### config.mk
export PLATFORM = sky130hd
export DESIGN_NAME = elias_gamma_bit_packer_top
export DESIGN_NICKNAME = d
export VERILOG_FILES = /design/src/hdl/ebp_pkg.sv /design/src/hdl/ebp_decode.sv /design/src/hdl/ebp_shifter.sv /design/src/hdl/elias_gamma_bit_packer_top.sv
export SDC_FILE = /design/constraint.sdc
export NUM_CORES = 1
export LEC_CHECK = 0
export ABC_AREA = 1
export BUFFER_PORTS_ARGS = -buffer_cell sky130_fd_sc_hd__buf_2
export CAP_MARGIN = 20
export CORE_MARGIN = 4
export CORE_UTILIZATION = 40
export CTS_CLUSTER_DIAMETER = 30
export DETAILED_ROUTE_END_ITERATION = 8
export GPL_ROUTABILITY_DRIVEN = 0
export RECOVER_POWER = 25
export SLEW_MARGIN = 25
export SYNTH_ARGS = -nofsm -noshare
export SYNTH_HDL_FRONTEND = slang
export SYNTH_SLANG_ARGS = --single-unit
### constraint.sdc
create_clock -name clk -period 4.01 [get_ports clk]
set_input_delay 0.2005 -clock clk [delete_from_list [all_inputs] [get_ports clk]]
set_output_delay 0.2005 -clock clk [all_outputs]
set_load 0.02 [all_outputs]
### src/hdl/ebp_pkg.sv
`timescale 1ns / 1ps

package ebp_pkg;

  typedef enum logic [2:0] {
    OP_RAW    = 3'd0,
    OP_BYTE   = 3'd1,
    OP_GAMMA  = 3'd2,
    OP_HYBRID = 3'd3,
    OP_HUFF   = 3'd4
  } op_t;

  typedef enum logic [1:0] {
    ST_IDLE,
    ST_DECODE,
    ST_SHIFT
  } state_t;

  typedef enum logic [1:0] {
    KIND_NONE,
    KIND_ERROR,
    KIND_BYTE,
    KIND_BITS
  } kind_t;

  localparam int unsigned MAX_FIXED_BITS = 32;
  localparam int unsigned GAMMA_LIMIT    = 256;
  localparam int unsigned MAX_OUT        = 6;
  localparam logic [2:0]  BIT_LAST       = 3'h7;

  typedef struct packed {
    kind_t       kind;
    logic [3:0]  zeros;
    logic [8:0]  g;
    logic [3:0]  g_len;
    logic [31:0] v;
    logic [5:0]  v_len;
  } plan_t;

  function automatic logic [4:0] msb_width(input logic [15:0] x);
    logic [4:0] w;
    w = '0;
    for (int i = 0; i < 16; i++) begin
      if (x[i]) begin
        w = 5'(i + 1);
      end
    end
    return w;
  endfunction

endpackage

### src/hdl/ebp_decode.sv
`timescale 1ns / 1ps

module ebp_decode import ebp_pkg::*; (
  input  logic [2:0]  opcode,
  input  logic [31:0] value,
  input  logic [5:0]  bit_count,
  input  logic [15:0] code_word,
  output plan_t       plan
);

  logic [31:0] shifted;
  logic [8:0]  g_src;
  logic [4:0]  g_w;
  logic [4:0]  h_w;

  always_comb begin
    shifted = value >> bit_count;
    if (op_t'(opcode) == OP_HYBRID) begin
      g_src = {1'b0, shifted[7:0]} + 9'd1;
    end else begin
      g_src = value[8:0];
    end
    g_w = msb_width({7'b0, g_src});
    h_w = msb_width(code_word);

    plan.kind  = KIND_ERROR;
    plan.zeros = 4'(g_w - 5'd1);
    plan.g     = g_src;
    plan.g_len = g_w[3:0];
    plan.v     = value;
    plan.v_len = bit_count;

    unique case (op_t'(opcode))
      OP_RAW: begin
        plan.zeros = '0;
        plan.g_len = '0;
        if (bit_count > 6'd32) begin
          plan.kind = KIND_ERROR;
        end else if (bit_count == 6'd0) begin
          plan.kind = KIND_NONE;
        end else begin
          plan.kind = KIND_BITS;
        end
      end
      OP_BYTE: begin
        plan.kind = KIND_BYTE;
      end
      OP_GAMMA: begin
        plan.v_len = '0;
        if (value == 32'd0 || value > 32'(GAMMA_LIMIT)) begin
          plan.kind = KIND_ERROR;
        end else begin
          plan.kind = KIND_BITS;
        end
      end
      OP_HYBRID: begin
        if (bit_count > 6'(MAX_FIXED_BITS) || shifted[31:8] != 24'd0) begin
          plan.kind = KIND_ERROR;
        end else begin
          plan.kind = KIND_BITS;
        end
      end
      OP_HUFF: begin
        plan.zeros = '0;
        plan.g_len = '0;
        plan.v     = {16'd0, code_word};
        plan.v_len = 6'(h_w - 5'd1);
        if (code_word == 16'd0) begin
          plan.kind = KIND_ERROR;
        end else if (code_word == 16'd1) begin
          plan.kind = KIND_NONE;
        end else begin
          plan.kind = KIND_BITS;
        end
      end
      default: begin
        plan.kind = KIND_ERROR;
      end
    endcase
  end

endmodule

### src/hdl/ebp_shifter.sv
`timescale 1ns / 1ps

module ebp_shifter import ebp_pkg::*; (
  input  logic  clk,
  input  logic  rst_n,
  input  logic  load,
  input  logic  step,
  input  plan_t plan,
  output logic  bit_o,
  output logic  last_o
);

  logic [3:0]  zeros_left_r, zeros_left_nxt;
  logic [3:0]  g_left_r, g_left_nxt;
  logic [8:0]  g_sr_r, g_sr_nxt;
  logic [5:0]  v_left_r, v_left_nxt;
  logic [31:0] v_sr_r, v_sr_nxt;
  logic [6:0]  total;

  always_comb begin
    total = {3'b0, zeros_left_r} + {3'b0, g_left_r} + {1'b0, v_left_r};
    last_o = (total == 7'd1);
    if (zeros_left_r != 4'd0) begin
      bit_o = 1'b0;
    end else if (g_left_r != 4'd0) begin
      bit_o = g_sr_r[8];
    end else begin
      bit_o = v_sr_r[31];
    end

    zeros_left_nxt = zeros_left_r;
    g_left_nxt     = g_left_r;
    g_sr_nxt       = g_sr_r;
    v_left_nxt     = v_left_r;
    v_sr_nxt       = v_sr_r;
    if (load) begin
      // left-align both codes so the next bit is always the top bit
      zeros_left_nxt = plan.zeros;
      g_left_nxt     = plan.g_len;
      g_sr_nxt       = 9'(plan.g << (4'd9 - plan.g_len));
      v_left_nxt     = plan.v_len;
      v_sr_nxt       = 32'(plan.v << (6'd32 - plan.v_len));
    end else if (step) begin
      if (zeros_left_r != 4'd0) begin
        zeros_left_nxt = zeros_left_r - 4'd1;
      end else if (g_left_r != 4'd0) begin
        g_left_nxt = g_left_r - 4'd1;
        g_sr_nxt   = {g_sr_r[7:0], 1'b0};
      end else if (v_left_r != 6'd0) begin
        v_left_nxt = v_left_r - 6'd1;
        v_sr_nxt   = {v_sr_r[30:0], 1'b0};
      end
    end
  end

  always_ff @(posedge clk) begin
    if (!rst_n) begin
      zeros_left_r <= '0;
      g_left_r     <= '0;
      v_left_r     <= '0;
    end else begin
      zeros_left_r <= zeros_left_nxt;
      g_left_r     <= g_left_nxt;
      v_left_r     <= v_left_nxt;
    end
  end

  always_ff @(posedge clk) begin
    g_sr_r <= g_sr_nxt;
    v_sr_r <= v_sr_nxt;
  end

endmodule

### src/hdl/elias_gamma_bit_packer_top.sv
`timescale 1ns / 1ps

// Bit packer for a compressor's output stream.
// Input channel (in_*): one operation per word: raw bits, aligned byte, Elias gamma,
// hybrid gamma plus fixed low bits, or a Huffman code word with its marker bit.
// Output channel (out_*): one word per buffer byte written, carrying the byte's index
// and its current value; out_last marks the final write of an operation and
// out_error flags an operation that was rejected and left the state unchanged.
// An operation is registered when taken and decoded in the cycle after. Aligned bytes
// and rejected operations then produce their single word; coded operations place one
// bit per cycle, while the output register is free, through a shift register, each
// item carrying 1 to 41 coded bits. A new item is taken once the previous one has
// placed its last bit; a finished word waiting in the output register does not
// block that.
// A stalled receiver holds the output register and freezes the shifter until the
// word is taken. Reset clears the bit position, the open byte and the free index,
// and empties the output register.

module elias_gamma_bit_packer_top import ebp_pkg::*; #(
  parameter int INDEX_BITS = 16
) (
  input  logic        clk,
  input  logic        rst_n,
  input  logic        in_valid,
  output logic        in_ready,
  input  logic [2:0]  in_opcode,
  input  logic [31:0] in_value,
  input  logic [5:0]  in_bit_count,
  input  logic [15:0] in_code_word,
  output logic        out_valid,
  input  logic        out_ready,
  output logic [15:0] out_byte_index,
  output logic [7:0]  out_byte_data,
  output logic        out_last,
  output logic        out_error
);

  state_t state_r, state_nxt;

  logic [2:0]  item_opcode_r;
  logic [31:0] item_value_r;
  logic [5:0]  item_bit_count_r;
  logic [15:0] item_code_word_r;

  logic [2:0]            bit_pos_r, bit_pos_nxt;
  logic [INDEX_BITS-1:0] build_index_r, build_index_nxt;
  logic [7:0]            build_byte_r, build_byte_nxt;
  logic [INDEX_BITS-1:0] next_free_r, next_free_nxt;
  logic [2:0]            res_cnt_r, res_cnt_nxt;

  logic        out_valid_r, out_valid_nxt;
  logic [15:0] out_byte_index_r, out_byte_index_nxt;
  logic [7:0]  out_byte_data_r, out_byte_data_nxt;
  logic        out_last_r, out_last_nxt;
  logic        out_error_r, out_error_nxt;

  plan_t                 plan;
  logic                  accept;
  logic                  out_free;
  logic                  sh_load;
  logic                  sh_step;
  logic                  sh_bit;
  logic                  sh_last;
  logic [INDEX_BITS-1:0] cur_idx;
  logic [7:0]            byte_new;

  ebp_decode u_decode (
    .opcode    (item_opcode_r),
    .value     (item_value_r),
    .bit_count (item_bit_count_r),
    .code_word (item_code_word_r),
    .plan      (plan)
  );

  ebp_shifter u_shifter (
    .clk    (clk),
    .rst_n  (rst_n),
    .load   (sh_load),
    .step   (sh_step),
    .plan   (plan),
    .bit_o  (sh_bit),
    .last_o (sh_last)
  );

  assign out_free = !out_valid_r || out_ready;

  always_comb begin
    state_nxt = state_r;
    unique case (state_r)
      ST_IDLE: begin
        if (in_valid) begin
          state_nxt = ST_DECODE;
        end
      end
      ST_DECODE: begin
        if (plan.kind == KIND_BITS) begin
          state_nxt = ST_SHIFT;
        end else if (plan.kind == KIND_NONE || out_free) begin
          state_nxt = ST_IDLE;
        end
      end
      ST_SHIFT: begin
        if (out_free && sh_last) begin
          state_nxt = ST_IDLE;
        end
      end
      default: begin
        state_nxt = ST_IDLE;
      end
    endcase
  end

  always_comb begin
    in_ready = (state_r == ST_IDLE);
    accept   = in_valid && in_ready;
    sh_load  = (state_r == ST_DECODE) && (plan.kind == KIND_BITS);
    sh_step  = (state_r == ST_SHIFT) && out_free;

    if (bit_pos_r == 3'd0) begin
      cur_idx  = next_free_r;
      byte_new = 8'(sh_bit);
    end else begin
      cur_idx  = build_index_r;
      byte_new = build_byte_r | (8'(sh_bit) << bit_pos_r);
    end

    bit_pos_nxt     = bit_pos_r;
    build_index_nxt = build_index_r;
    build_byte_nxt  = build_byte_r;
    next_free_nxt   = next_free_r;
    res_cnt_nxt     = res_cnt_r;

    out_valid_nxt      = out_valid_r && !out_ready;
    out_byte_index_nxt = out_byte_index_r;
    out_byte_data_nxt  = out_byte_data_r;
    out_last_nxt       = out_last_r;
    out_error_nxt      = out_error_r;

    if (sh_load) begin
      res_cnt_nxt = '0;
    end

    if (state_r == ST_DECODE && out_free) begin
      if (plan.kind == KIND_ERROR) begin
        out_valid_nxt      = 1'b1;
        out_byte_index_nxt = '0;
        out_byte_data_nxt  = '0;
        out_last_nxt       = 1'b1;
        out_error_nxt      = 1'b1;
      end else if (plan.kind == KIND_BYTE) begin
        out_valid_nxt      = 1'b1;
        out_byte_index_nxt = 16'(next_free_r);
        out_byte_data_nxt  = plan.v[7:0];
        out_last_nxt       = 1'b1;
        out_error_nxt      = 1'b0;
        next_free_nxt      = next_free_r + INDEX_BITS'(1);
      end
    end

    if (sh_step) begin
      bit_pos_nxt     = bit_pos_r + 3'd1;
      build_index_nxt = cur_idx;
      build_byte_nxt  = byte_new;
      if (bit_pos_r == 3'd0) begin
        next_free_nxt = next_free_r + INDEX_BITS'(1);
      end
      // drop writes past the per-item limit
      if ((bit_pos_r == BIT_LAST || sh_last) && res_cnt_r < 3'(MAX_OUT)) begin
        out_valid_nxt      = 1'b1;
        out_byte_index_nxt = 16'(cur_idx);
        out_byte_data_nxt  = byte_new;
        out_last_nxt       = sh_last || (res_cnt_r == 3'(MAX_OUT - 1));
        out_error_nxt      = 1'b0;
        res_cnt_nxt        = res_cnt_r + 3'd1;
      end
    end
  end

  always_ff @(posedge clk) begin
    if (!rst_n) begin
      state_r       <= ST_IDLE;
      bit_pos_r     <= '0;
      build_index_r <= '0;
      build_byte_r  <= '0;
      next_free_r   <= '0;
      res_cnt_r     <= '0;
      out_valid_r   <= 1'b0;
    end else begin
      state_r       <= state_nxt;
      bit_pos_r     <= bit_pos_nxt;
      build_index_r <= build_index_nxt;
      build_byte_r  <= build_byte_nxt;
      next_free_r   <= next_free_nxt;
      res_cnt_r     <= res_cnt_nxt;
      out_valid_r   <= out_valid_nxt;
    end
  end

  always_ff @(posedge clk) begin
    if (accept) begin
      item_opcode_r    <= in_opcode;
      item_value_r     <= in_value;
      item_bit_count_r <= in_bit_count;
      item_code_word_r <= in_code_word;
    end
    out_byte_index_r <= out_byte_index_nxt;
    out_byte_data_r  <= out_byte_data_nxt;
    out_last_r       <= out_last_nxt;
    out_error_r      <= out_error_nxt;
  end

  assign out_valid      = out_valid_r;
  assign out_byte_index = out_byte_index_r;
  assign out_byte_data  = out_byte_data_r;
  assign out_last       = out_last_r;
  assign out_error      = out_error_r;

endmodule

## Word-level counts from Yosys, hierarchy flattened

Index checks and enable logic that the tools add are counted.

| storage, ports and cells | value |
|---|---|
| bits in registers | 187 |
| output and inout port bits | 28 |
| word-level logic and storage cells | 194 |
| bits of input ports | 61 |

| cells by class | value |
|---|---|
| reductions and logical operators | 35 |
| order comparisons | 3 |
| muxes and demuxes | 100 |
| shift operators | 4 |
| equality and inequality tests | 18 |
| $add $sub $neg | 13 |
| bitwise gates (word level) | 1 |

Operator list:

| cell | count |
|---|---|
| 2-to-1 mux 32 bit | 6 |
| 2-to-1 mux 16 bit | 11 |
| 2-to-1 mux 4 bit | 19 |
| 2-to-1 mux 8 bit | 6 |
| 2-to-1 mux 9 bit | 5 |
| 2-to-1 mux 3 bit | 11 |
| > comparator 32 x 9 -> 1 bit, second input constant | 1 |
| zero test 32 bit | 1 |
| << shifter 32 x 6 -> 32 bit | 1 |
| right shift 32 x 6 -> 32 bit | 1 |
| 2-to-1 mux 6 bit | 5 |
| 2-to-1 mux 2 bit | 14 |
| nonzero test 24 bit | 1 |
| 2-to-1 mux 1 bit | 19 |
| adder 16 x 1 -> 16 bit, second input constant | 1 |
| == test 16 x 1 -> 1 bit, second input constant | 1 |
| zero test 16 bit | 1 |
| one-hot mux 6 bit (2 select lines) | 1 |
| subtractor 4 x 1 -> 4 bit, second input constant | 3 |
| one-hot mux 2 bit (5 select lines) | 1 |
| adder 8 x 1 -> 9 bit, second input constant | 1 |
| == test 3 bit, second input constant | 3 |
| << shifter 9 x 4 -> 9 bit | 1 |
| inequality test 2 bit, second input constant | 4 |
| 32 further kinds | 56 |

## Depth between registers and ports, before layout

Gate-level depths: netlist (run 1).

| depth | value |
|---|---|
| word-level depth | 21 |
| gate-level depth with buffers | 31 |
| mapped depth without buffers | 29 |

## By module

A second synthesis (run 1) with hierarchy kept.

| second synthesis, totals | value |
|---|---|
| cells, all modules | 1,882 |
| area total of the unflattened synthesis | 13,000.0 µm² |

By module, submodules not included:

| module | cells an instance | instances | area each (µm²) | sequential area each (µm²) |
|---|---|---|---|---|
| elias_gamma_bit_packer_top | 560 | 1 | 5,397.7 | 3,213.1 |
| ebp_shifter | 728 | 1 | 4,662.0 | 1,511.4 |
| ebp_decode | 594 | 1 | 2,940.3 | 0.0 |

## Worst setup path after synthesis (run 1)

OpenSTA, ideal clock, no wires.

| path | value |
|---|---|
| kind | register to register |
| start point | register item_bit_count_r[1] |
| end point | register u_shifter.g_sr_r[2] (data pin) |
| path buffers | 2 |
| setup time | 256 ps |
| required time | 3,754 ps |
| data arrival time | 3,099 ps |
| clock period less this slack | 3,356 ps |
| stages on the path, launching flop included | 25 |
| setup slack | 654 ps |
| cell sequence | edfxtp_1 -> buf_4 -> inv_2 -> buf_2 -> nand3_1 -> nand3_1 -> nand3_1 -> nand3_1 -> nand2_2 -> ha_1 -> nand3_1 -> nand2_1 -> nand2_1 -> nand2_1 -> nand2_1 -> inv_2 -> nor2_1 -> o21ai_0 -> nand2_1 -> nand3_4 -> ha_1 -> inv_1 -> nand2_1 -> nor2_4 -> a22o_1 |

| between the ends | value |
|---|---|
| cells in the longest elaborated chain, start to end | 16 |
| elaborated cells on any way between the ends | 26 |
| classes of those cells | add/sub (2); order compare (1); eq/ne (1); shift (2); mux (16); reduce/logical (4) |

RTL lines:

| what | RTL line | text |
|---|---|---|
| from (decl) | elias_gamma_bit_packer_top.sv:42 | `logic [5:0] item_bit_count_r;` |
| from (signal assigned) | elias_gamma_bit_packer_top.sv:203 | `item_bit_count_r <= in_bit_count;` |
| right shift 32 x 6 -> 32 bit | ebp_decode.sv:17 | `shifted = value >> bit_count;` |
| adder 8 x 1 -> 9 bit | ebp_decode.sv:19 | `g_src = {1'b0, shifted[7:0]} + 9'd1;` |
| 2-to-1 mux 9 bit | ebp_decode.sv:18 | `if (op_t'(opcode) == OP_HYBRID) begin` |
| 2-to-1 mux 1 bit | ebp_pkg.sv:44 | `if (x[i]) begin` |
| 2-to-1 mux 2 bit (2 in a row) | ebp_pkg.sv:44 |  |
| 2-to-1 mux 3 bit (4 in a row) | ebp_pkg.sv:44 |  |
| 2-to-1 mux 4 bit (2 in a row) | ebp_pkg.sv:44 |  |
| 2-to-1 mux 4 bit | ebp_decode.sv:33 | `unique case (op_t'(opcode))` |
| subtractor 4 bit | ebp_shifter.sv:40 | `g_sr_nxt = 9'(plan.g << (4'd9 - plan.g_len));` |
| << shifter 9 x 4 -> 9 bit | ebp_shifter.sv:40 |  |
| 2-to-1 mux 9 bit (*) | ebp_shifter.sv:36 | `if (load) begin` |
| named net u_shifter.g_sr_nxt[2] | ebp_shifter.sv:15 | `logic [8:0] g_sr_r, g_sr_nxt;` |
| to (signal assigned) | ebp_shifter.sv:69 | `g_sr_r <= g_sr_nxt;` |
| to (decl) | ebp_shifter.sv:15 |  |

Mark *: on every way through the listed nets, which the timed path passes. The rest lies on a longest branch.
A chain may end at the register's enable or synchronous reset.

## Final worst setup path (run 1)

| path | value |
|---|---|
| start point | register item_bit_count_r[0] |
| end point | register u_shifter.g_sr_r[7] (data pin) |

The elaborated chain is that of the path after synthesis.

==> impl_results.md, run 1 <==
- Status: complete, no violations
- Die Y: between 150 and 200 um
- Worst-Margin Slew: 0.721 ns
- Slowest CP cell: edfxtp_1
- Layout area overhead: 16.3%
- Initial antenna violation count: 0
- Crit Path Class: reg -> reg
- Overall routed net length: 39400 um
- Flops & latches, synth: 187
- Slew Viols, Final: 0
- Final period util: 0.960
- Vias: 13296
- CP most frequent cell: nand3_1
- Max cap viols: 0
- CTS root buffer: clkbuf_16
- Clk pwr share: 0.294
- Diode count: 0
- Number of CTS-inserted buffers: 17
- DP Cell Count: 2261
- Overflow left after global routing: 0
- Top-area cell type share of the netlist area: 0.230
- Buffers on Ports: 88
- Logic gate share of total power: 0.306
- Most common cell in the synthesized netlist: nand2_1
- Internal power: 0.00357 W
- Top post-synthesis cells by count: nand2_1 (460), nand3_1 (416), inv_1 (134)
- Startpoint Class: register
- Mapped Area: approximately 13000 um2
- Initial cell density of the core: 0.405
- Clock Latency Late Sink: 0.46 ns
- Wirelength per Cell: 16.7 um
- CTS max path bufs: 2
- Synth Instances: between 1500 and 2000
- Endpoint class of the critical path: register
- Fmax achieved: 260 MHz
- DR DRC count: 0
- Worst-path clk slew: 0.07 ns
- Async SR Flop Fraction: 0
- CP Cell Sequence: clkbuf_16 > buf_4 > buf_4 > nor2_1 > nand3_1 > nand3_1 > nand3_1 > nand2_2 > nand2_2 > nor3_2 > nand3_1 > nand2_1 > nand2_1 > nand2_2 > nand2_2 > a21oi_2 > nand2_1 > ha_4 > inv_2 > nand2_1 > nor2_4 > o211ai_1 > nand3_1
- Vias per cell: ~5.6
- Post-synth EDFFs: just under 100
- Worst path arrival time: slightly above 4 ns
- Seq pwr share: 0.400
- # IOs: 89
- Reg area: 4720 um2
- Switch share: 0.373
- Mean Syn Cell Area: 7.01 um2
- Global-route usage over all layers: 0.217
- Die Width: between 150 and 200 um
- Ys Warns: 0
- Design Area, Final: 14900 um2
- Yosys cell types: 50
- Crit-path max FO: 10
- Critical Path Max Stage Delay: around 0.55 ns
- Largest cells by area after synthesis: edfxtp_1 (23%), nand3_1 (16%), dfxtp_1 (14%)
- Filler cells: 3172
- Synthesized net count: 1910
- Worst IR Drop VDD: 0.367 mV
- CTS tree: built
- Non-Filler Instances: 2360
- # setup viols final: 0
- Antenna Nets Post-Route: 0
- WP data required: 4.20 ns
- Vias in the first global route: 12123
- First-pass GRT wire length: 62700 um
- Multi-input logic area: 7080 um2
- Final Hold Violating Endpoints: 0
- Post-layout worst setup margin: around 0.16 ns
- Sequential fraction of the synthesis area: 0.370
- Hold WC Path Type: in -> reg
- Drt first pass iters: 6
- PwrDens: between 300 and 400 nW/um2
- Core ar.: 31600 um2
- Pin count of the biggest net entering global routing: 50
- Total power: approximately 0.0057 W
- Top cell type by total area after synthesis: edfxtp_1
- H-Tree Depth: 4
- Core Rows: between 60 and 70
- DP Area: 13600 um2
- Ys flop type: edfxtp_1
- Total leakage power: 6.40 nW
- Layout cells sized above 1: 0.111
- Slew margin rel.: 0.518
- Layout Nets: 2032
- Min Tclk post-route: 3.85 ns
- Net Switching: 0.00212 W
- Pre-CTS WS: 0.117 ns
- Clock Sinks: between 150 and 200
- Final setup skew: 0.0141 ns
- Initial DRC count: 1320
- Min Hold Slack: 0.111 ns
- Die ar.: 34900 um2
- DP HPWL: 27900 um
-- what timing repair did --
action | 4_1_cts | 5_1_grt
hold buffers | 57 | 0
endpoints found under the hold margin | 57 | 0
setup endpoints to repair | 0 | 9
resized for setup | 0 | 19
buffers inserted | 0 | 6
-- state kept, by name, indices dropped and copies added, names as in the netlist, 4 cells and up --
register	cells
build_byte_r	8
build_index_r	16
item_bit_count_r	6
item_code_word_r	16
item_value_r	32
next_free_r	16
out_byte_data	8
out_byte_index	16
u_shifter.g_left_r	4
u_shifter.g_sr_r	9
u_shifter.v_left_r	6
u_shifter.v_sr_r	32
u_shifter.zeros_left_r	4
-- logic make-up after synthesis --
logic type,count (synthesis),synth area share
buffers and inverters,242,0.0806
AND/OR/NAND/NOR,1071,0.378
AO/OA/AOI/OAI,278,0.131
flip-flops,187,0.370
adder cells (fa/ha/maj),26,0.0266
XOR/XNOR,19,0.0142
-- power groups by stage --
| stage | registers (W) | logic [W] | clock network [W] |
|---|---|---|---|
| 2_1_floorplan | 0.00236 | 0.00114 | 0 |
| 3_3_place_gp | 0.00231 | 0.00164 | 0 |
| 3_5_place_dp | 0.00231 | 0.00165 | 0 |
| 4_1_cts | 0.00227 | 0.00170 | 0.00170 |
| 5_1_grt | 0.00230 | 0.00194 | 0.00177 |
| 6_report | 0.00228 | 0.00174 | 0.00167 |
-- layer usage --
layer,up-vias,global-route usage,part of all wire,routed length (um)
met4,0,0.0603,0.022,878
li1,6547,-,-,-
met5,-,0,0,0
met1,6118,0.314,0.46,18200
met3,78,0.0312,0.070,2760
met2,553,0.339,0.44,17500
-- metrics by stage --
step                       util  setup TNS, ns
after floorplan               -              0
final                     0.471              0
after global routing      0.471        -0.0570
after CTS                 0.467              0
after global placement    0.431              0
after detailed placement  0.431              0
-- path summary, 6_finish.rpt --
| kind | depth (start not counted) | to | slack, ns | from |
|---|---|---|---|---|
| worst min register to register | 2 | build_index_r[0] | 0.47 | build_index_r[0] |
| worst min-delay path | 4 | state_r[0] | 0.11 | out_ready |
| worst max-delay path | 23 | u_shifter.g_sr_r[7] | 0.16 | item_bit_count_r[0] |
| worst max register to register | 23 | u_shifter.g_sr_r[7] | 0.16 | item_bit_count_r[0] |
-- placed cells by master, fill, tap and decap left out, types with 19 or more instances in the layout --
cell type / count
nand4_1: 22
nand2_1: 460
o21ai_1: 19
o21ai_0: 64
clkbuf_16: 19
nand3_1: 416
a211oi_1: 19
buf_2: 66
nor2_1: 94
edfxtp_1: 98
nor3_1: 23
dfxtp_1: 89
inv_1: 132
clkbuf_1: 21
ha_1: 22
o211ai_1: 32
dlygate4sd3_1: 57
buf_4: 42
a21oi_1: 91
-- layout make-up --
class                   count  share of cell area
repair buffers            192              0.0943
well taps                 402              0.0338
clock buffers              18              0.0295
multi-input cells        1394               0.476
flip-flops and latches    187               0.318
inverters                 151              0.0387
clock inverters            14             0.00884
repair inverters            2             0.00101
-- critical path, delay by kind of cell (launching register included) --
kind / cells / cell delay [ns]
AND/OR/NAND/NOR: 16 / 1.78
buffers and inverters: 4 / 0.65
flip-flops: 1 / 0.55
adder cells (fa/ha/maj): 1 / 0.31
AO/OA/AOI/OAI: 2 / 0.29
(Power assumes the default switching activity.)
==> run 2, diff against run 1 <==
--- a/config.mk
+++ b/config.mk
@@ -6,7 +6,7 @@
 export NUM_CORES = 1
 export LEC_CHECK = 0
-export ABC_AREA = 1
+export ABC_AREA = 0
 export BUFFER_PORTS_ARGS = -buffer_cell sky130_fd_sc_hd__buf_2
-export CAP_MARGIN = 20
+export CAP_MARGIN = 25
 export CORE_MARGIN = 4
 export CORE_UTILIZATION = 40
==> constraint.sdc (replaced) <==
create_clock -name clk -period 4.01 [get_ports clk]
set_input_delay 0.401 -clock clk [delete_from_list [all_inputs] [get_ports clk]]
set_output_delay 0.401 -clock clk [all_outputs]
set_load 0.02 [all_outputs]
==> impl_results.md, run 2 <==
- Initial antenna violation count: 0
- Max cap viols: 0
- Unrepaired setup endpoints after global routing: true
- CTS root buffer: clkbuf_16
- CP Buf/Inv Count: 4
- Largest cells by area after synthesis: edfxtp_1 (23%), dfxtp_1 (14%), nand2_1 (5.6%)
- Buffers on Ports: 88
- Vias per cell: approximately 6.0
- Final period util: 1.09
- Die ar.: 35400 um2
- Pin count of the biggest net entering global routing: 54
- Wirelength per Cell: 20.1 um
- Status: finished with violations
- Post-synth EDFFs: 98
- Reg-to-reg slack, setup: -0.38 ns
- Mean Syn Cell Area: 8.87 um2
- Worst r2r path cells: 16
- Top-area cell type share of the netlist area: 0.227
- CTS max path bufs: 2
- Post-layout worst setup margin: -0.376 ns
- Largest family of logic cells by synthesized area: compound AO/OA/AOI/OAI gates
- Mux contribution to synthesized area: 0.130
- Final setup skew: 0.0217 ns
- Hold WC Path Type: in -> reg
- Failing checks: negative setup slack
- Clock Sinks: 187
- Initial cell density of the core: 0.408
- CP Cell Sequence: buf_6 > buf_6 > buf_6 > mux2i_1 > mux4_2 > or3_4 > a41o_4 > buf_6 > or3_4 > o311a_1 > and3b_2 > a311oi_4 > nor2_4 > mux2i_1 > mux2_4 > a221o_1
- Sequential fraction of the synthesis area: 0.364
- PwrDens: 364 nW/um2
- Drt first pass iters: 6
- Crit Path Class: reg -> reg
- Post-cts hold buffer count: 0
- Die Width: 188 um
- Adder-cell area share of the yosys netlist: 0.0262
- Ys flop type: edfxtp_1
- Logic gate share of total power: 0.396
- Layout Nets: between 1500 and 2000
- Yosys cell types: 87
- Fmax achieved: 228 MHz
- Total leakage power: just over 7 nW
- Simple-gate share of the synthesized area: 0.198
- Internal power: between 0.004 and 0.005 W
- Layout cells sized above 1: 0.381
- Overflow left after global routing: 0
- Endpoint class of the critical path: register
- # IOs: 89
- Initial DRC count: 1231
- Top Registers: item_value_r: 32 flops, u_shifter.v_sr_r: 32 flops
- H-Tree Depth: 4
- Worst path arrival time: 4.61 ns
- Slew Viols, Final: 0
- Diode count: 0
- Worst IR Drop VDD: around 0.31 mV
- Clk pwr share: 0.275
- Top delay family on crit path: simple AND/OR/NAND/NOR gates
- Most common cell in the synthesized netlist: nand2_1
- Die Y: around 190 um
- Worst-path clk slew: about 0.10 ns
- Overall routed net length: ~45000 um
- Slowest CP cell: mux4_2
- Synth Instances: 1462
- Number of CTS-inserted buffers: 17
- Final Hold Violating Endpoints: 0
- Synthesized net count: about 1500
- CP most frequent cell: buf_6
- Clock Latency Late Sink: about 0.48 ns
- Layout area overhead: 40.1%
- Ys Warns: 0
- Core ar.: 31800 um2
- Seq pwr share: 0.330
- Min Tclk post-route: between 4 and 5 ns
- Switch share: 0.350
- Most frequent cells in the layout: buf_4 (286), nand2_1 (181), nor2_1 (114)
- Global-route usage over all layers: 0.239
- DP HPWL: 32300 um
- Vias in the first global route: 12647
- Mapped Area: between 10000 and 15000 um2
- DP Area: 15800 um2
- Worst-Margin Slew: around 0.96 ns
- Top post-synthesis cells by count: nand2_1 (194), nor2_1 (130), a21oi_1 (106)
- Crit-path max FO: 7
- Startpoint Class: register
- FF-to-FF Start: item_bit_count_r[1]
- First-pass GRT wire length: 68700 um
- Antenna Nets Post-Route: 0
- XOR/XNOR Fraction of Synth Area: 0.0263
- Most common cell after layout, fill and taps aside: buf_4
- # setup viols final: 16
- Hold Crit Start: in_value[12]
- Critical Path Max Stage Delay: 0.50 ns
- Hold Path End: item_value_r[12]
- Design Area, Final: 18200 um2
- Vias: 13355
- Async SR Flop Fraction: 0
- RR Endpoint: u_shifter.g_sr_r[8]
- WP data required: 4.23 ns
- Top cell type by total area after synthesis: edfxtp_1
- Synth Area in Compound Gates: 0.209
- Slew margin rel.: 0.363
- Flops & latches, synth: about 190
- CTS tree: built
- Core Rows: 65
- Min Hold Slack: 0.0943 ns
- DR DRC count: 0
- Net Switching: 0.00232 W
- Worst Hold Depth: 1
run 2: cell count changes in the layout (fill, tap and decap cells not counted), sizes merged, moves of 37 or more:
cell	delta
nand3	-362
buf	+297
nand2	-286
inv	-112
mux2i	+59
dlygate4sd3	-57
mux4	+37
run 2: metal layers:
metal | wire length, um | global-route usage | share of wire
met2 | 20800 | 0.371 | 0.46
met4 | 1540 | 0.0935 | 0.034
met1 | 19500 | 0.333 | 0.43
met5 | 0 | 0 | 0
met3 | 3180 | 0.0417 | 0.070
run 2: cell families (layout without fill, tap and decap cells):
kind of cell / count (synthesis) / in the layout
flip-flops: 187 / 187
multiplexers: 117 / 117
XOR/XNOR: 39 / 39
AO/OA/AOI/OAI: 398 / 398
adder cells (fa/ha/maj): 26 / 26
buffers and inverters: 149 / 494
AND/OR/NAND/NOR: 546 / 547
run 2: area by class of cell:
class | count | area, um2
timing repair buffer | 425 | 3290
fill | 2718 | 13600
sequential | 187 | 4720
inverter | 37 | 143
clock inverter | 14 | 176
clock buffer | 18 | 450
multi-input combinational | 1127 | 8840
tap | 435 | 544
run 2: what timing repair did:
item,4_1_cts,5_1_grt
endpoints found under the setup margin,43,49
gates resized for setup,97,163
buffers inserted,41,24
pin swaps,38,82
cloned,5,2
run 2: power groups by stage:
stage               logic (W)  registers [W]  clock network [W]
floorplan             0.00116        0.00222                  0
global placement      0.00199        0.00222                  0
detailed placement    0.00202        0.00222                  0
CTS                   0.00223        0.00218            0.00184
global route          0.00277        0.00219            0.00193
finish                0.00262        0.00218            0.00182
run 2: metrics by stage:
step / setup WS (ns) / utilization / std cells / setup TNS (ns) / total power, W
2_1_floorplan: -0.109 / - / 1462 / -0.299 / 0.00338
3_3_place_gp: -0.410 / 0.497 / 2142 / -6.41 / 0.00421
3_5_place_dp: -0.447 / 0.498 / 2142 / -8.26 / 0.00424
4_1_cts: -0.278 / 0.542 / 2218 / -1.72 / 0.00625
5_1_grt: -0.489 / 0.572 / 2243 / -7.02 / 0.00689
6_report: -0.376 / 0.572 / 2243 / -2.64 / 0.00662
run 2: worst max-delay path by stage:
stage / startpoint / end / cells after the start
3_5_place_dp: item_bit_count_r[1] / u_shifter.g_sr_r[5] / 20
5_1_grt: item_bit_count_r[1] / u_shifter.g_sr_r[7] / 20
6_report: item_bit_count_r[1] / u_shifter.g_sr_r[8] / 16
4_1_cts: item_bit_count_r[1] / u_shifter.g_sr_r[8] / 15
2_1_floorplan: item_bit_count_r[0] / u_shifter.g_sr_r[7] / 18
3_3_place_gp: item_bit_count_r[1] / u_shifter.g_sr_r[5] / 20
==> run 3, diff against run 2 <==
- CORE_ASPECT_RATIO: default -> 0.8
- CTS_BUF_LIST: default -> sky130_fd_sc_hd__clkbuf_8
==> impl_results.md, run 3 (synthesis gave the netlist of run 2 again) <==
- Overall routed net length: 47800 um
- Drt first pass iters: 6
- Clk pwr share: 0.224
- Worst IR Drop VDD: 0.356 mV
- Reg-to-reg slack, setup: -0.42 ns
- Endpoint class of the critical path: register
- Number of CTS-inserted buffers: 17
- Die Width: 209 um
- # setup viols final: 28
- Worst path arrival time: 4.71 ns
- Crit Path Class: reg -> reg
- Die Y: roughly 170 um
- Global-route usage over all layers: 0.255
- Buffers on Ports: 88
- Seq pwr share: 0.350
- Failing checks: negative setup slack
- Initial antenna violation count: 1
- Logic gate share of total power: 0.427
- # IOs: between 80 and 90
- Worst Hold Depth: 1
- Initial DRC count: 1634
- Layout Nets: 1903
- DP Area: 15900 um2
- Switch share: 0.382
- Top Registers: item_value_r: 32 flops, u_shifter.v_sr_r: 32 flops
- Antenna Nets Post-Route: 0
- H-Tree Depth: 4
- Core ar.: 31700 um2
- Final period util: 1.11
- Status: finished with violations
- Hold Path End: item_bit_count_r[3]
- CTS tree: built
- CTS max path bufs: 2
- Net Switching: 0.00239 W
- Diode count: 0
- Post-layout worst setup margin: -0.424 ns
- Hold Crit Start: in_bit_count[3]
- Clock Sinks: approximately 190
- Final setup skew: 0.0373 ns
- Overflow left after global routing: 0
- Unrepaired setup endpoints after global routing: true
- Max cap viols: 0
- Total power: 0.00626 W
- Layout cells sized above 1: 0.383
- Most common cell after layout, fill and taps aside: buf_4
- Most frequent cells in the layout: buf_4 (303), nand2_1 (183), nor2_1 (115)
- Final Hold Violating Endpoints: 0
- Core Rows: 58
- DP HPWL: 33600 um
- DR DRC count: 0
- CTS root buffer: clkbuf_8
- Hold WC Path Type: in -> reg
- Vias per cell: 6.07
- Slew Viols, Final: 0
- Worst-Margin Slew: 1.21 ns
- RR Endpoint: u_shifter.g_sr_r[8]
- Slew margin rel.: 0.181
- FF-to-FF Start: item_bit_count_r[1]
- Die ar.: 35400 um2
- Worst r2r path cells: 16
- Crit-path max FO: 6
- Design Area, Final: 18100 um2
- Total leakage power: 7.20 nW
- Startpoint Class: register
- Internal power: just under 0.004 W
- WP data required: 4.28 ns
- PwrDens: 346 nW/um2
- Initial cell density of the core: 0.409
- Pin count of the biggest net entering global routing: between 50 and 60
- Clock Latency Late Sink: 0.54 ns
- Worst-path clk slew: 0.15 ns
- Vias: 13657
- Vias in the first global route: 12656
- Min Tclk post-route: 4.43 ns
- Wirelength per Cell: 21.2 um
- Fmax achieved: 226 MHz
- First-pass GRT wire length: between 70000 and 80000 um
- Layout area overhead: 39.4%
run 3: cell count changes in the layout (fill, tap and decap cells not counted), moves of 5 or more:
cell | previous run | this run
dlygate4sd3_1 | 0 | 5
buf_2 | 74 | 80
a211oi_2 | 5 | 0
clkbuf_1 | 15 | 10
clkbuf_8 | 0 | 17
o21ai_1 | 13 | 20
mux2i_1 | 45 | 40
clkbuf_16 | 20 | 2
o21ai_0 | 41 | 35
buf_4 | 286 | 303
run 3: metal layers:
metal	share of wire	routed length, um	track usage
met1	0.45	21500	0.387
met2	0.42	19900	0.354
met5	0	0	0
met4	0.020	933	0.0610
met3	0.11	5490	0.0743
run 3: critical path: stages (launching register included):
cell and delay, ns:
edfxtp_1 0.46, buf_6 0.18, buf_12 0.14, mux2i_4 0.18, buf_6 0.14, a222oi_1 0.51
a2bb2o_2 0.32, o22ai_4 0.09, buf_6 0.14, nor4_4 0.26, mux2_4 0.35, and3b_2 0.23
a311oi_4 0.32, nor2_4 0.07, mux2i_2 0.17, mux2_4 0.28, a221o_1 0.32
run 3: worst max path at each step:
stage,slack (ns),cells past startpoint,from,endpoint
finish,-0.42,16,item_bit_count_r[1],u_shifter.g_sr_r[8]
detailed placement,-0.30,20,item_bit_count_r[1],u_shifter.g_sr_r[5]
global route,-0.47,19,item_bit_count_r[1],u_shifter.g_sr_r[6]
floorplan,-0.11,18,item_bit_count_r[0],u_shifter.g_sr_r[7]
global placement,-0.26,16,item_bit_count_r[1],u_shifter.g_sr_r[8]
CTS,-0.27,15,item_bit_count_r[1],u_shifter.g_sr_r[7]
run 3: through the flow:
step / setup WS [ns] / hold WS [ns] / util / setup TNS (ns) / std cells
3_3_place_gp: -0.257 / 0.437 / 0.501 / -5.04 / 2141
4_1_cts: -0.269 / 0.00334 / 0.540 / -2.05 / 2230
6_report: -0.424 / 0.0373 / 0.570 / -4.26 / 2249
3_5_place_dp: -0.301 / 0.441 / 0.501 / -7.65 / 2141
5_1_grt: -0.471 / 0.000165 / 0.570 / -7.89 / 2249
2_1_floorplan: -0.109 / 0.434 / - / -0.299 / 1462
run 3: final cells by class:
cell class	instances	area, um2
flip-flops and latches	187	4720
clock inverters	15	211
inverters	37	149
repair buffers	446	3410
multi-input cells	1127	8820
clock buffers	17	234
fillers	2695	13600
well taps	420	526
run 3: timing repair:
item	CTS	global route
hold buffers	4	1
setup endpoints to repair	86	53
pin swaps	41	88
endpoints found under the hold margin	4	1
setup buffers	50	30
cloned	3	2
resized for setup	94	183
run 3: power groups by stage:
stage	clock [W]	combinational [W]	sequential, W
6_report	0.00140	0.00267	0.00219
5_1_grt	0.00153	0.00281	0.00220
3_5_place_dp	0	0.00202	0.00222
2_1_floorplan	0	0.00116	0.00222
4_1_cts	0.00143	0.00224	0.00218
3_3_place_gp	0	0.00200	0.00222
